===== src/hw/rtl/qsi_pkg.sv =====
// ----------------------------------------------------------------------------
// qsi_pkg
// Shared defaults and blend constants for the quintic setpoint interpolator.
// ----------------------------------------------------------------------------
`default_nettype none

package qsi_pkg;

   localparam int POS_BITS_DEF  = 12;
   localparam int STEP_BITS_DEF = 16;
   localparam int FRAC_BITS_DEF = 16;

   // request function codes
   localparam logic FUNC_LOAD = 1'b0;
   localparam logic FUNC_TICK = 1'b1;

   // polynomial r = t^3 (K10 - K15 t + K6 t^2)
   localparam int K10 = 10;
   localparam int K15 = 15;
   localparam int K6  = 6;

   // extra integer bits needed to hold the polynomial term p
   localparam int POLY_HEAD_BITS = 5;

endpackage : qsi_pkg

`default_nettype wire


===== src/hw/rtl/quintic_setpoint_interpolator_core.sv =====
// Sequencing: a load is absorbed while idle with no response; a tick at or past the end
// of a move passes through the finish state to the output register; an interior tick
// runs the serial divider, four passes through the shared shift-add multiplier, the
// finish state and the output register. One transaction in flight: ready returns
// with the response, so a tick is not taken before the last response is registered.
// Synchronous reset: idle, start 0, goal mid, steps 0.
// ----------------------------------------------------------------------------
// quintic_setpoint_interpolator_core
// Minimum-jerk quintic setpoint generator for one axis, bit-serial datapath.
// ----------------------------------------------------------------------------
`default_nettype none

module quintic_setpoint_interpolator_core #(
   parameter int POS_BITS  = qsi_pkg::POS_BITS_DEF,
   parameter int STEP_BITS = qsi_pkg::STEP_BITS_DEF,
   parameter int FRAC_BITS = qsi_pkg::FRAC_BITS_DEF
) (
   input  wire logic                 clock,
   input  wire logic                 reset,

   input  wire logic                 req_valid,
   output logic                      req_ready,
   input  wire logic                 req_func,
   input  wire logic [POS_BITS-1:0]  req_start_pos,
   input  wire logic [POS_BITS-1:0]  req_goal_pos,
   input  wire logic [STEP_BITS-1:0] req_step_total,

   output logic                      rsp_valid,
   input  wire logic                 rsp_ready,
   output logic [POS_BITS-1:0]       rsp_setpoint,
   output logic                      rsp_move_done
);

   import qsi_pkg::*;

   localparam int PW      = FRAC_BITS + POLY_HEAD_BITS;
   localparam int MA_BITS = (PW > POS_BITS) ? PW : POS_BITS;
   localparam int MB_BITS = FRAC_BITS + 1;
   localparam int PR_BITS = MA_BITS + MB_BITS;
   localparam int RH_BITS = PR_BITS - FRAC_BITS;

   localparam logic [2:0] ST_IDLE   = 3'd0;
   localparam logic [2:0] ST_DIV    = 3'd1;
   localparam logic [2:0] ST_T2     = 3'd2;
   localparam logic [2:0] ST_T3     = 3'd3;
   localparam logic [2:0] ST_R      = 3'd4;
   localparam logic [2:0] ST_POS    = 3'd5;
   localparam logic [2:0] ST_FINISH = 3'd6;

   localparam logic [RH_BITS-1:0] FIX_ONE = RH_BITS'(1) << FRAC_BITS;

   logic [2:0]           state_ff, state_in;
   logic [POS_BITS-1:0]  start_ff, start_in;
   logic [POS_BITS-1:0]  goal_ff, goal_in;
   logic [STEP_BITS-1:0] steps_ff, steps_in;
   logic [STEP_BITS-1:0] step_now_ff, step_now_in;
   logic                 active_ff, active_in;

   logic [FRAC_BITS-1:0] t_ff, t_in;
   logic [FRAC_BITS-1:0] t2_ff, t2_in;

   logic [POS_BITS-1:0]  res_pos_ff, res_pos_in;
   logic                 res_done_ff, res_done_in;

   logic                 rsp_valid_ff, rsp_valid_in;
   logic [POS_BITS-1:0]  rsp_pos_ff, rsp_pos_in;
   logic                 rsp_done_ff, rsp_done_in;

   logic                 accept;
   logic [STEP_BITS-1:0] step_next;
   logic                 div_start;
   logic                 div_done;
   logic [FRAC_BITS-1:0] quotient;
   logic                 mul_start;
   logic [MA_BITS-1:0]   mul_a;
   logic [MB_BITS-1:0]   mul_b;
   logic                 mul_done;
   logic [PR_BITS-1:0]   product;

   logic [PW-1:0]        p_pos;
   logic [PW-1:0]        p_neg;
   logic [PW-1:0]        poly;
   logic [RH_BITS-1:0]   r_raw;
   logic [FRAC_BITS:0]   r_val;
   logic [POS_BITS-1:0]  pos_span;
   logic [POS_BITS-1:0]  mag;
   logic                 rising;
   logic                 out_free;

   qsi_serial_div #(
      .NUM_BITS (STEP_BITS),
      .QUO_BITS (FRAC_BITS)
   ) u_div (
      .clock    (clock),
      .reset    (reset),
      .start    (div_start),
      .num      (step_next),
      .den      (steps_ff),
      .done     (div_done),
      .quotient (quotient)
   );

   qsi_serial_mul #(
      .A_BITS (MA_BITS),
      .B_BITS (MB_BITS)
   ) u_mul (
      .clock   (clock),
      .reset   (reset),
      .start   (mul_start),
      .mcand   (mul_a),
      .mplier  (mul_b),
      .done    (mul_done),
      .product (product)
   );

   assign req_ready = (state_ff == ST_IDLE);
   assign accept    = req_valid && req_ready;
   assign step_next = step_now_ff + STEP_BITS'(1);
   assign out_free  = !rsp_valid_ff || rsp_ready;
   assign rising    = goal_ff >= start_ff;

   always_comb begin
      // p = 10 - 15 t + 6 t^2, clamped at zero
      p_pos = (PW'(K10) << FRAC_BITS) + PW'(K6) * PW'(t2_ff);
      p_neg = PW'(K15) * PW'(t_ff);
      poly  = (p_pos > p_neg) ? (p_pos - p_neg) : '0;

      r_raw = product[PR_BITS-1:FRAC_BITS];
      r_val = (r_raw > FIX_ONE) ? FIX_ONE[FRAC_BITS:0] : r_raw[FRAC_BITS:0];

      pos_span = rising ? (goal_ff - start_ff) : (start_ff - goal_ff);
      mag      = product[FRAC_BITS +: POS_BITS];
   end

   always_comb begin
      state_in    = state_ff;
      start_in    = start_ff;
      goal_in     = goal_ff;
      steps_in    = steps_ff;
      step_now_in = step_now_ff;
      active_in   = active_ff;
      t_in        = t_ff;
      t2_in       = t2_ff;
      res_pos_in  = res_pos_ff;
      res_done_in = res_done_ff;
      div_start   = 1'b0;
      mul_start   = 1'b0;
      mul_a       = MA_BITS'(t_ff);
      mul_b       = MB_BITS'(t_ff);

      case (state_ff)
         ST_IDLE: begin
            if (accept) begin
               if (req_func == FUNC_LOAD) begin
                  start_in    = req_start_pos;
                  goal_in     = req_goal_pos;
                  steps_in    = req_step_total;
                  step_now_in = '0;
                  active_in   = (req_step_total != '0);
               end else if (!active_ff || (step_now_ff >= steps_ff)) begin
                  active_in   = 1'b0;
                  res_pos_in  = goal_ff;
                  res_done_in = 1'b1;
                  state_in    = ST_FINISH;
               end else begin
                  step_now_in = step_next;
                  if (step_next >= steps_ff) begin
                     active_in   = 1'b0;
                     res_pos_in  = goal_ff;
                     res_done_in = 1'b1;
                     state_in    = ST_FINISH;
                  end else begin
                     div_start = 1'b1;
                     state_in  = ST_DIV;
                  end
               end
            end
         end
         ST_DIV: begin
            if (div_done) begin
               t_in      = quotient;
               mul_start = 1'b1;
               mul_a     = MA_BITS'(quotient);
               mul_b     = MB_BITS'(quotient);
               state_in  = ST_T2;
            end
         end
         ST_T2: begin
            if (mul_done) begin
               t2_in     = product[FRAC_BITS +: FRAC_BITS];
               mul_start = 1'b1;
               mul_a     = MA_BITS'(product[FRAC_BITS +: FRAC_BITS]);
               mul_b     = MB_BITS'(t_ff);
               state_in  = ST_T3;
            end
         end
         ST_T3: begin
            // product holds t^3 scaled; multiply by p next
            if (mul_done) begin
               mul_start = 1'b1;
               mul_a     = MA_BITS'(poly);
               mul_b     = MB_BITS'(product[FRAC_BITS +: FRAC_BITS]);
               state_in  = ST_R;
            end
         end
         ST_R: begin
            if (mul_done) begin
               mul_start = 1'b1;
               mul_a     = MA_BITS'(pos_span);
               mul_b     = r_val;
               state_in  = ST_POS;
            end
         end
         ST_POS: begin
            if (mul_done) begin
               res_pos_in  = rising ? (start_ff + mag) : (start_ff - mag);
               res_done_in = 1'b0;
               state_in    = ST_FINISH;
            end
         end
         ST_FINISH: begin
            if (out_free) begin
               state_in = ST_IDLE;
            end
         end
         default: begin
            state_in = ST_IDLE;
         end
      endcase
   end

   always_comb begin
      rsp_valid_in = rsp_valid_ff && !rsp_ready;
      rsp_pos_in   = rsp_pos_ff;
      rsp_done_in  = rsp_done_ff;
      if (state_ff == ST_FINISH && out_free) begin
         rsp_valid_in = 1'b1;
         rsp_pos_in   = res_pos_ff;
         rsp_done_in  = res_done_ff;
      end
   end

   always_ff @(posedge clock) begin
      t_ff        <= t_in;
      t2_ff       <= t2_in;
      res_pos_ff  <= res_pos_in;
      res_done_ff <= res_done_in;
      rsp_pos_ff  <= rsp_pos_in;
      rsp_done_ff <= rsp_done_in;
      if (reset) begin
         state_ff     <= ST_IDLE;
         start_ff     <= '0;
         goal_ff      <= POS_BITS'(1) << (POS_BITS - 1);
         steps_ff     <= '0;
         step_now_ff  <= '0;
         active_ff    <= 1'b0;
         rsp_valid_ff <= 1'b0;
      end else begin
         state_ff     <= state_in;
         start_ff     <= start_in;
         goal_ff      <= goal_in;
         steps_ff     <= steps_in;
         step_now_ff  <= step_now_in;
         active_ff    <= active_in;
         rsp_valid_ff <= rsp_valid_in;
      end
   end

   assign rsp_valid     = rsp_valid_ff;
   assign rsp_setpoint  = rsp_pos_ff;
   assign rsp_move_done = rsp_done_ff;

endmodule : quintic_setpoint_interpolator_core

`default_nettype wire


===== src/hw/rtl/qsi_serial_div.sv =====
// ----------------------------------------------------------------------------
// qsi_serial_div
// Restoring divider, one quotient bit per cycle: floor(num * 2^QUO_BITS / den)
// for num < den.
// ----------------------------------------------------------------------------
`default_nettype none

module qsi_serial_div #(
   parameter int NUM_BITS = 16,
   parameter int QUO_BITS = 16
) (
   input  wire logic                clock,
   input  wire logic                reset,
   input  wire logic                start,
   input  wire logic [NUM_BITS-1:0] num,
   input  wire logic [NUM_BITS-1:0] den,
   output logic                     done,
   output logic [QUO_BITS-1:0]      quotient
);

   localparam int CNT_BITS = (QUO_BITS > 1) ? $clog2(QUO_BITS) : 1;

   logic [NUM_BITS-1:0] rem_ff, rem_in;
   logic [NUM_BITS-1:0] den_ff, den_in;
   logic [QUO_BITS-1:0] quo_ff, quo_in;
   logic [CNT_BITS-1:0] cnt_ff, cnt_in;
   logic                busy_ff, busy_in;
   logic                done_ff, done_in;

   logic [NUM_BITS:0] shifted;
   logic [NUM_BITS:0] diff;
   logic              fits;

   always_comb begin
      shifted = {rem_ff, 1'b0};
      diff    = shifted - {1'b0, den_ff};
      fits    = shifted >= {1'b0, den_ff};

      rem_in  = rem_ff;
      den_in  = den_ff;
      quo_in  = quo_ff;
      cnt_in  = cnt_ff;
      busy_in = busy_ff;
      done_in = 1'b0;

      if (start) begin
         rem_in  = num;
         den_in  = den;
         cnt_in  = '0;
         busy_in = 1'b1;
      end else if (busy_ff) begin
         // remainder stays below den, so it fits back in NUM_BITS
         rem_in = fits ? diff[NUM_BITS-1:0] : shifted[NUM_BITS-1:0];
         quo_in = {quo_ff[QUO_BITS-2:0], fits};
         cnt_in = cnt_ff + CNT_BITS'(1);
         if (cnt_ff == CNT_BITS'(QUO_BITS - 1)) begin
            busy_in = 1'b0;
            done_in = 1'b1;
         end
      end
   end

   always_ff @(posedge clock) begin
      rem_ff <= rem_in;
      den_ff <= den_in;
      quo_ff <= quo_in;
      if (reset) begin
         cnt_ff  <= '0;
         busy_ff <= 1'b0;
         done_ff <= 1'b0;
      end else begin
         cnt_ff  <= cnt_in;
         busy_ff <= busy_in;
         done_ff <= done_in;
      end
   end

   assign done     = done_ff;
   assign quotient = quo_ff;

endmodule : qsi_serial_div

`default_nettype wire


===== src/hw/rtl/qsi_serial_mul.sv =====
// ----------------------------------------------------------------------------
// qsi_serial_mul
// Shift-add multiplier, one multiplier bit per cycle, LSB first.
// ----------------------------------------------------------------------------
`default_nettype none

module qsi_serial_mul #(
   parameter int A_BITS = 21,
   parameter int B_BITS = 17
) (
   input  wire logic                     clock,
   input  wire logic                     reset,
   input  wire logic                     start,
   input  wire logic [A_BITS-1:0]        mcand,
   input  wire logic [B_BITS-1:0]        mplier,
   output logic                          done,
   output logic [A_BITS+B_BITS-1:0]      product
);

   localparam int CNT_BITS = $clog2(B_BITS);

   logic [A_BITS-1:0]        mcand_ff, mcand_in;
   logic [A_BITS+B_BITS-1:0] prod_ff, prod_in;
   logic [CNT_BITS-1:0]      cnt_ff, cnt_in;
   logic                     busy_ff, busy_in;
   logic                     done_ff, done_in;

   logic [A_BITS:0] sum;

   always_comb begin
      // upper half accumulates, lower half holds the unused multiplier bits
      sum = {1'b0, prod_ff[A_BITS+B_BITS-1:B_BITS]}
          + (prod_ff[0] ? {1'b0, mcand_ff} : '0);

      mcand_in = mcand_ff;
      prod_in  = prod_ff;
      cnt_in   = cnt_ff;
      busy_in  = busy_ff;
      done_in  = 1'b0;

      if (start) begin
         mcand_in = mcand;
         prod_in  = {{A_BITS{1'b0}}, mplier};
         cnt_in   = '0;
         busy_in  = 1'b1;
      end else if (busy_ff) begin
         prod_in = {sum, prod_ff[B_BITS-1:1]};
         cnt_in  = cnt_ff + CNT_BITS'(1);
         if (cnt_ff == CNT_BITS'(B_BITS - 1)) begin
            busy_in = 1'b0;
            done_in = 1'b1;
         end
      end
   end

   always_ff @(posedge clock) begin
      mcand_ff <= mcand_in;
      prod_ff  <= prod_in;
      if (reset) begin
         cnt_ff  <= '0;
         busy_ff <= 1'b0;
         done_ff <= 1'b0;
      end else begin
         cnt_ff  <= cnt_in;
         busy_ff <= busy_in;
         done_ff <= done_in;
      end
   end

   assign done    = done_ff;
   assign product = prod_ff;

endmodule : qsi_serial_mul

`default_nettype wire


===== config.mk =====
export PLATFORM = sky130hd
export DESIGN_NAME = quintic_setpoint_interpolator_core
export DESIGN_NICKNAME = d
export VERILOG_FILES = /design/src/hw/rtl/qsi_pkg.sv /design/src/hw/rtl/quintic_setpoint_interpolator_core.sv /design/src/hw/rtl/qsi_serial_div.sv /design/src/hw/rtl/qsi_serial_mul.sv
export SDC_FILE = /design/constraint.sdc
export NUM_CORES = 1
export LEC_CHECK = 0
export BUFFER_PORTS_ARGS = -buffer_cell sky130_fd_sc_hd__buf_4
export CORE_UTILIZATION = 45
export DETAILED_ROUTE_END_ITERATION = 7
export SLEW_MARGIN = 20
export SYNTH_ARGS = -nofsm -noshare
export SYNTH_HDL_FRONTEND = slang
export SYNTH_SLANG_ARGS = --single-unit

===== constraint.sdc =====
create_clock -name clock -period 6.7 [get_ports clock]
set_input_delay 0 -clock clock [delete_from_list [all_inputs] [get_ports clock]]
set_output_delay 0 -clock clock [all_outputs]
set_load 0.03 [all_outputs]

==> results of run 1 <==
per-layer routing:
layer | vias to the layer above | global-route usage
li1 | 7129 | -
met1 | 6933 | 0.328
met2 | 412 | 0.409
met3 | 74 | 0.0251
met4 | 0 | 0.0646
met5 | - | 0
synth_stat cells (32+ instances only):
| cell | instances |
|---|---|
| a21oi_1 | 206 |
| clkbuf_1 | 50 |
| dfxtp_1 | 95 |
| edfxtp_1 | 144 |
| fa_1 | 35 |
| ha_1 | 171 |
| inv_1 | 163 |
| nand2_1 | 189 |
| nand3_1 | 32 |
| nor2_1 | 161 |
| nor3_1 | 35 |
| o21ai_0 | 98 |
| xnor2_1 | 69 |
| xor2_1 | 47 |
power by group:
part	internal (mW)	switching, mW
Combinational	0.568	0.891
Sequential	1.71	0.123
Clock	0.979	0.651
metrics by stage:
| stage | total power [mW] | hold slack (ns) | setup slack [ns] | utilization | cells |
|---|---|---|---|---|---|
| 2_1_floorplan | 2.82 | 0.122 | 1.06 | - | 1923 |
| 3_3_place_gp | 3.23 | 0.250 | 0.208 | 0.483 | 2441 |
| 3_5_place_dp | 3.24 | 0.260 | 0.0467 | 0.483 | 2441 |
| 4_1_cts | 4.93 | 0.0803 | 0.163 | 0.528 | 2567 |
| 5_1_grt | 5.17 | 0.101 | 0.0186 | 0.529 | 2568 |
| 6_report | 4.92 | 0.0850 | 0.496 | 0.529 | 2568 |
how the worst min path moves through the flow:
stage / depth (start not counted) / endpoint
after global routing: 4 / res_pos_ff[7]
after detailed placement: 3 / goal_ff[7]
after floorplan: 2 / goal_ff[11]
after global placement: 3 / start_ff[0]
final: 4 / res_pos_ff[7]
after CTS: 4 / res_pos_ff[7]
final cells by class:
type,instances,share of cell area
Multi-Input combinational cell,1455,0.514
Sequential cell,239,0.311
Timing Repair Buffer,147,0.0644
Clock buffer,36,0.0391
Tap cell,511,0.0319
Inverter,163,0.0306
Clock inverter,17,0.00956
critical path: stages, from the launching register on:
cell      delay (ns)
edfxtp_1        0.48
inv_1           0.22
fa_1            0.47
fa_1            0.51
inv_1           0.04
ha_1            0.33
nor2b_1         0.14
o21ai_0         0.25
a21oi_1         0.18
o41ai_2         0.30
o21ai_0         0.24
a31oi_2         0.31
o21bai_1        0.09
a21oi_1         0.18
xor2_1          0.09
ha_1            0.36
nand2_1         0.09
nor3_1          0.41
a32oi_1         0.19
o31a_1          0.15
o31ai_2         0.11
a21oi_2         0.22
inv_1           0.16
a21oi_1         0.06
o32a_1          0.36
kinds of logic after synthesis:
| kind of cell | after synthesis | synth area share |
|---|---|---|
| mux | 32 | 0.0189 |
| xor+xnor | 116 | 0.0585 |
| buf+inv | 229 | 0.0510 |
| compound gates | 541 | 0.200 |
| fa+ha+maj | 206 | 0.164 |
| flops | 239 | 0.359 |
| simple gates | 560 | 0.149 |
timing repair:
action | CTS | global route
endpoints found under the hold margin | 49 | 0
hold buffers | 73 | 0
gates cloned | 0 | 0
setup buffers | 0 | 0
gates resized for setup | 1 | 4
endpoints found under the setup margin | 1 | 15
==> qor.yml, run 1 <==
routing:
  drc: 0
  dr.max_layer_used: "met4"
  wirelength_um: 47000
  drtIter0Drc: 1224
  wl_met1_um: 21200
  wl_met3_um: 2490
  wl_met2_um: 22100
  via_per_inst: 5.67
  first_pass_iters: 6
  ant_nets: 0
  avgRoutedWirePerCell_um: 18.3
  vias: 14500
timing:
  post-route-period-util: 0.926
  relSlewSlack: 0.253
  layout_min_cycle_time_ns: 6.20
  rsz0062_at_grt: "false"
  setup_viol: 0
  slew_viol_final: 0
  tns_ns: 0
  hold_viol: 0
  max_freq_ghz: 0.161
  finClkSkew_ns: 0.0182
  worstMarginPinSlew_ns: 1.11
worst_hold_path:
  hp-class: "input pin to flip-flop"
  min_from: "req_valid"
critical_path:
  critPathKind: "flip-flop to flip-flop"
  crit_arrival_ns: 6.52
  r2r_setup_slack_ns: 0.50
  rr_endpoint: "u_mul.mcand_ff[11]"
  r2r-start: "t_ff[3]"
  cp-endpoint: "u_mul.mcand_ff[11]"
  startpoint_type: "flip-flop"
  crit_start: "t_ff[3]"
  reg2reg_depth: 24
  worstPathMaxFanout: 6
  end_kind: "flip-flop"
  cp.required_ns: 7.02
synth:
  ys.flop_type: "edfxtp_1"
  synth_cells: 1923
  synth_cell_types: 83
  synth-edff-count: 144
  yosysSeqAreaShare: 0.359
  synth_area_leader_cell: "edfxtp_1"
  async_reset_ff_frac: 0
  synth.top_cell.area_share: 0.249
  yosysWarnings: 0
  yosys-top-cells-area: "edfxtp_1, ha_1, dfxtp_1"
  synth.avg_cell_area_um2: 9.03
  syn-cell-area_um2: 17400
  ys_ff_latch: 239
  syn_nets: 2174
global_route:
  grt_pass1_wl_um: 74900
  grt_pass1_vias: 14100
  grt_usage: 0.242
  antenna_found_initial: 0
  grt_max_degree: 69
  grt_overflow: 0
cts:
  cts_sinks: 239
  cts_made_buffers: 29
  clk_latency_ns: 0.57
  cts_buffer_depth: 3
  clock_tree.root_cell: "clkbuf_16"
  clk_transition_reported_paths_ns: 0.06
  htree_levels: 1
  cts_tree: "yes"
layout:
  diodes: 0
  regArea_um2: 6230
  nets: 2286
  final_common_cell: "a21oi_1"
  layout-drive-gt1-share: 0.0773
  area_growth_syn_to_layout_pct: 15.4
  nFillCells: 3494
  largest_reg_flops: 38
  final_cell_mix: "a21oi_1, nand2_1, ha_1"
  multi_input_area_um2: 10300
  design_area_um2: 20000
floorplan:
  die_height_um: 198
  initial_utilization: 0.459
  rows: 71
  die_x_um: 198
  die_area_um2: 39400
  core_area_um2: 37800
  ioPinCount: 60
job:
  cap_violations: 0
place:
  place.gp.congestion: 0.905
  detailed_place_hpwl_um: 34300
  portBuffers: 59
  postPlaceCellArea_um2: 18300
pwr:
  leakage_nw: 8.13
  ir_drop_uv: 217
  pwr_density_cell_nw_per_um2: 246
run_status:
  outcome: "completed"
Power figures use the tool's default switching activity.
==> run 2: changes to the inputs <==
SETUP_SLACK_MARGIN = 0.5   (was default)
==> run 2 against run 1 <==
Against the previous run: via count up 0.16%; critical path type unchanged; design area up 0.49%; clock skew up 0.0014 ns; die area unchanged; largest power group unchanged; hold slack worse by 0.0025 ns.
==> qor.yml, run 2 (synthesis results as in run 1) <==
run_status:
  outcome: "completed"
critical_path:
  crit_arrival_ns: 6.28
  crit_start: "t_ff[1]"
  startpoint_type: "flip-flop"
  end_kind: "flip-flop"
  r2r_setup_slack_ns: 0.74
  rr_endpoint: "u_mul.mcand_ff[11]"
  reg2reg_depth: 22
  crit_family: "compound AO/OA/AOI/OAI gates"
  critPathKind: "flip-flop to flip-flop"
  cp.required_ns: 7.03
  cp_num_buf_inv: 2
  worstPathMaxFanout: 9
  crit_path_cell_trace: "buf_4 -> fa_1 -> fa_1 -> ha_1 -> a21o_1 -> a21oi_2 -> o22ai_2 -> o41ai_4 -> o31ai_2 -> or4b_4 -> a31o_1 -> a21o_1 -> xor2_2 -> ha_1 -> nor4_2 -> a32oi_1 -> o31a_1 -> o31ai_4 -> a21oi_4 -> inv_2 -> a21oi_1 -> o32a_1"
  r2r-start: "t_ff[1]"
  worst_path_max_delay_cell: "fa_1"
  cpPeakStageDelay_ns: 0.59
cts:
  cts_sinks: 239
  cts_tree: "yes"
  clk_transition_reported_paths_ns: 0.06
  clk_latency_ns: 0.58
  clock_tree.root_cell: "clkbuf_16"
  cts_made_buffers: 29
  cts_buffer_depth: 3
  htree_levels: 1
routing:
  avgRoutedWirePerCell_um: 18.3
  first_pass_iters: 8
  drtIter0Drc: 1182
  ant_nets: 0
  via_per_inst: 5.67
  wirelength_um: 47100
  vias: 14600
  drc: 0
place:
  place.gp.congestion: 0.905
  place_ws_ns: 0.0467
  place_inst: 2441
  detailed_place_hpwl_um: 34300
  portBuffers: 59
  postPlaceCellArea_um2: 18300
layout:
  layout-drive-gt1-share: 0.0839
  fin_util: 0.532
  fin_cells: 2572
  multi_input_area_um2: 10300
  largest_reg_flops: 38
  nets: 2290
  final_cell_mix: "a21oi_1, nand2_1, ha_1"
  regArea_um2: 6230
  design_area_um2: 20100
  area_growth_syn_to_layout_pct: 15.9
  diodes: 0
  nFillCells: 3484
  final_common_cell: "a21oi_1"
floorplan:
  initial_utilization: 0.459
  die_area_um2: 39400
  rows: 71
  core_area_um2: 37800
  die_x_um: 198
  die_height_um: 198
  ioPinCount: 60
worst_hold_path:
  holdPathStages: 4
  min_from: "req_valid"
  hold_path_end: "res_pos_ff[7]"
  hp-class: "input pin to flip-flop"
timing:
  finClkSkew_ns: 0.0196
  rsz0062_at_grt: "false"
  post-route-period-util: 0.889
  layout_min_cycle_time_ns: 5.96
  setup_viol: 0
  hold_viol: 0
  slew_viol_final: 0
  tns_ns: 0
  worstMarginPinSlew_ns: 1.11
  max_freq_ghz: 0.168
  relSlewSlack: 0.256
  layout_setup_ws_ns: 0.742
job:
  cap_violations: 0
global_route:
  grt_usage: 0.242
  grt_overflow: 0
  antenna_found_initial: 0
  grt_pass1_wl_um: 75000
  grt_pass1_vias: 14100
  grt_max_degree: 69
pwr:
  leakage_nw: 8.16
  pwr_density_cell_nw_per_um2: 245
  ir_drop_uv: 217
[run 2: area by class of cell]
cell class                 count  share of cell area
multi-input combinational   1455               0.514
sequential                   239               0.309
timing repair buffer         151              0.0662
clock buffer                  36              0.0389
tap                          511              0.0318
inverter                     163              0.0304
clock inverter                17             0.00951
[run 2: power by group]
group	internal [mW]	leakage (nW)	total, mW	switching [mW]
combinational	0.571	5.61	1.46	0.892
sequential	1.71	2.07	1.84	0.123
clock	0.979	0.475	1.63	0.653
[run 2: worst min-delay path, delay by kind of cell]
family	cells	cell delay (ns)
buf+inv	2	0.33
simple gates	1	0.06
compound gates	1	0.06
[run 2: repair_timing]
| item | in CTS | in global routing |
|---|---|---|
| hold buffers | 73 | 0 |
| resized for setup | 6 | 14 |
| setup buffers | 0 | 4 |
| pin swaps | 0 | 4 |
| endpoints found under the setup margin | 17 | 21 |
| endpoints found under the hold margin | 49 | 0 |
[run 2: through the flow]
step                      total power [mW]  hold WS [ns]
after floorplan                       2.82         0.122
after global placement                3.23         0.250
after detailed placement              3.24         0.260
after CTS                             4.93        0.0803
after global routing                  5.18         0.101
final                                 4.93        0.0825
[run 2: worst max path at each step]
stage	slack, ns	endpoint	depth (start not counted)
detailed placement	0.05	u_mul.mcand_ff[15]	23
finish	0.74	u_mul.mcand_ff[11]	22
global placement	0.21	u_mul.mcand_ff[15]	23
CTS	0.53	u_mul.mcand_ff[11]	23
floorplan	1.06	u_mul.mcand_ff[11]	25
global route	0.48	u_mul.mcand_ff[11]	22
[run 2: routing by layer]
layer | GRT usage | up-vias | share of wire
met4 | 0.0646 | 0 | 0.026
met5 | 0 | - | 0
met3 | 0.0251 | 73 | 0.050
met2 | 0.410 | 399 | 0.47
li1 | - | 7139 | -
met1 | 0.328 | 6960 | 0.45
